`src/design/dlrq_ram.sv`:
```
`timescale 1ns / 1ps
`default_nettype none
// ----------------------------------------------------------------------------
// Generic RAM
// One write port and one read port, with the read data registered.
// ----------------------------------------------------------------------------
module dlrq_ram #(
  parameter int Width = 8,
  parameter int Depth = 256
) (
  input  wire logic                     clk_i,
  input  wire logic                     we_i,
  input  wire logic [$clog2(Depth)-1:0] waddr_i,
  input  wire logic [Width-1:0]         wdata_i,
  input  wire logic                     re_i,
  input  wire logic [$clog2(Depth)-1:0] raddr_i,
  output      logic [Width-1:0]         rdata_o
);

  logic [Width-1:0] mem_q [Depth];

  always_ff @(posedge clk_i) begin
    if (we_i) begin
      mem_q[waddr_i] <= wdata_i;
    end
    if (re_i) begin
      rdata_o <= mem_q[raddr_i];
    end
  end

endmodule
`default_nettype wire

```
`config.mk`:
```
export PLATFORM = sky130hd
export DESIGN_NAME = dlrq_ram
export DESIGN_NICKNAME = d
export VERILOG_FILES = /design/src/design/dlrq_ram.sv
export SDC_FILE = /design/constraint.sdc
export NUM_CORES = 2
export LEC_CHECK = 0
export ABC_AREA = 1
export BUFFER_PORTS_ARGS = -buffer_cell sky130_fd_sc_hd__buf_2
export CORE_MARGIN = 3
export CORE_UTILIZATION = 63
export DETAILED_ROUTE_END_ITERATION = 8
export PLACE_DENSITY_LB_ADDON = 0.2
export SETUP_SLACK_MARGIN = 0.4
export SLEW_MARGIN = 10
export SYNTH_ARGS = -nofsm -noshare
export SYNTH_HDL_FRONTEND = slang
export SYNTH_SLANG_ARGS = --single-unit
```
`constraint.sdc`:
```
create_clock -name clk_i -period 2.35 [get_ports clk_i]
set_input_delay 0.3525 -clock clk_i [delete_from_list [all_inputs] [get_ports clk_i]]
set_output_delay 0.3525 -clock clk_i [all_outputs]
set_load 0.05 [all_outputs]
```
==> results.yml <==
min_path:
  hold_depth: 4
  hp-start: "waddr_i[7]"
  min_to: "mem_q[97][2]$_DFFE_PP_"
  hp-class: "in -> reg"
sta:
  fin_tns_setup_ns: 0
  max_freq_ghz: 0.520
  period_needed_ns: 1.92
  drv_slew: 0
  rsz0062_at_grt: "true"
  hold_slack_ns: 0.227
  tightest_slew_ns: 0.695
  hold_viol: 0
  fin_ws_ns: 0.428
  finalSetupViolCount: 0
  relSlewSlack_pct: 53.6
  fin_worst_skew_ns: 0.0329
  post-route-period-util_pct: 81.8
critical_path:
  r2r-start: "mem_q[184][2]$_DFFE_PP_"
  arrival_ns: 2.50
  worst-setup-path-type: "reg -> reg"
  timing.rr.end: "rdata_o[2]$_DFFE_PP_"
  cp-start-kind: "register"
  r2r_cells: 10
  r2r_slack_ns: 0.43
  required_ns: 2.93
  critPathMaxFanout: 1
  worstSetupEndpointType: "register"
logic_synthesis:
  synth_area_mm2: 0.0835
  synth_area_leaders: "edfxtp_1 74%, nand3_1 12%, nand2_1 9.5%"
  syn_area_per_cell_um2: 11.9
  yosysSeqAreaShare_pct: 74.0
  syn_inst: 7003
  synth.distinct_cells: 13
  yosysWarnings: 0
  syn-num-nets: 7030
  yosys.area.top_type: "edfxtp_1"
  synth-seq-cells: 2056
  yosys.area.top_type_share_pct: 74.0
floorplanning:
  fp.dieH_um: 370
  start_util_pct: 64.0
  core_mm2: 0.130
  die_area_mm2: 0.137
  die_w_um: 370
  rows: 132
  io_pins: 35
detailed_routing:
  wl_mm: 228
  wl_per_cell_um: 24.6
  first_pass_iters: 8
  via_per_inst: 6.26
  vias: 58085
  drcViolationCount: 0
  drtIter0Drc: 9082
  antenna_left: 0
grt:
  use_met3_pct: 7.45
  grt_pass1_vias: 54911
  busiest_layer: "met2"
  grt_start_max_net_pins: 96
  grt_use_met2_pct: 51.9
  track_usage_pct: 33.4
  met1_usage_pct: 46.9
  grt_pass1_wl_mm: 341
  antenna_found_initial: 4
  grt_overflow: 0
placed_design:
  dpl.hpwl_mm: 142
  dp_slack_ns: -0.195
  placement.io_buffers: 34
  place.gp.congestion: 0.931
clocking:
  numClockSinks: 2056
  cts_max_level: 4
  cts_setup_buffers: 0
  cts_max_path_buffers: 3
  clk_latency_ns: 0.82
  cts.clk_slew.worst_paths_ns: 0.06
  cts-root-buf: "clkbuf_16"
  cts_tree: "done"
  cts_buffers: 197
layout:
  fill_cells: 8258
  syn2layout_area_growth_pct: 14.8
  finalNetCount: 7396
  drive_gt1_share_pct: 12.0
pwr:
  power_mw: 76.1
  irDropWorstVdd_uv: 774
  p_leak_nw: 34.4
  p_per_area_mw_per_mm2: 794
flow_run:
  drv_cap: 0
status:
  run_status: "finished clean"
-- through the flow --
step                util, %  cells  instance area (µm²)
detailed placement     68.6   8902                89500
finish                 73.5   9278                95800
global route           73.4   9274                95800
CTS                    73.4   9272                95800
global placement       68.6   8902                89500
floorplan                 -   7003                83500
-- what timing repair did --
item / 4_1_cts / 5_1_grt
hold buffers: 10 / 0
hold endpoints to repair: 294 / 0
endpoints found under the setup margin: 5 / 9
resized for setup: 5 / 8
-- worst max-delay path: stages (launching register included) --
cell and delay [ns]:
edfxtp_1 0.37, nand2_1 0.09, nand3_1 0.08, nand3_1 0.14, nand3_1 0.15, nand3_1 0.17, nand3_1 0.24, nand3_4 0.18
nand2_1 0.10, nand2_1 0.09, nand2_1 0.06
-- Yosys cell counts (all sizes together) --
| cell | number |
|---|---|
| nand3 | 2019 |
| nand2 | 2123 |
| buf | 371 |
| edfxtp | 2056 |
| inv | 39 |
| clkbuf | 112 |
| nor2 | 283 |
-- layer usage --
| metal | share of wire (%) | wire (µm) |
|---|---|---|
| met3 | 12 | 28100 |
| met1 | 37 | 84200 |
| met4 | 3.9 | 8920 |
| met5 | 0.0053 | 12 |
| met2 | 47 | 107000 |
-- logic make-up after synthesis --
group | synth area share, %
buffers and inverters | 3.12
flip-flops | 74.0
AND/OR/NAND/NOR | 22.9
-- sequential cells by signal, summed over array words and instances (netlist names) --
name and cells:
mem_q 2048, rdata_o 8
-- power by group --
| part | leakage [nW] | switching [mW] | internal (mW) | total, mW |
|---|---|---|---|---|
| logic | 12.9 | 3.67 | 1.50 | 5.18 |
| clock network | 2.97 | 13.2 | 17.2 | 30.4 |
| registers | 18.5 | 0.0361 | 40.4 | 40.5 |
-- final cells by class --
cell class | instances | area [µm²] | area share [%]
antenna | 6 | 15.0 | 0.0157
clock buffer | 261 | 5320 | 5.55
clock inverter | 99 | 823 | 0.859
inverter | 39 | 180 | 0.188
multi-input combinational | 4425 | 19200 | 20.0
sequential | 2056 | 61700 | 64.4
tap | 1742 | 2180 | 2.27
timing repair buffer | 650 | 6400 | 6.68
-- cell usage in the layout, fill, tap and decap left out, drive strengths merged --
cell / count
nand3: 2019
clkinvlp: 5
dlygate4sd3: 10
inv: 42
clkinv: 79
nor2: 283
clkbuf: 261
bufinv: 12
nand2: 2123
buf: 640
diode: 6
edfxtp: 2056
-- worst max path at each step --
stage,from,end,slack (ns),cells after the start
after global placement,raddr_i[1],rdata_o[1]$_DFFE_PP_,-0.16,13
after detailed placement,raddr_i[0],rdata_o[1]$_DFFE_PP_,-0.20,14
final,mem_q[184][2]$_DFFE_PP_,rdata_o[2]$_DFFE_PP_,0.43,10
after floorplan,we_i,mem_q[162][0]$_DFFE_PP_,0.51,4
after global routing,mem_q[188][2]$_DFFE_PP_,rdata_o[2]$_DFFE_PP_,0.33,10
after CTS,rdata_o[1]$_DFFE_PP_,rdata_o[1],0.40,1
No activity file was read; power rests on OpenSTA's default activity.
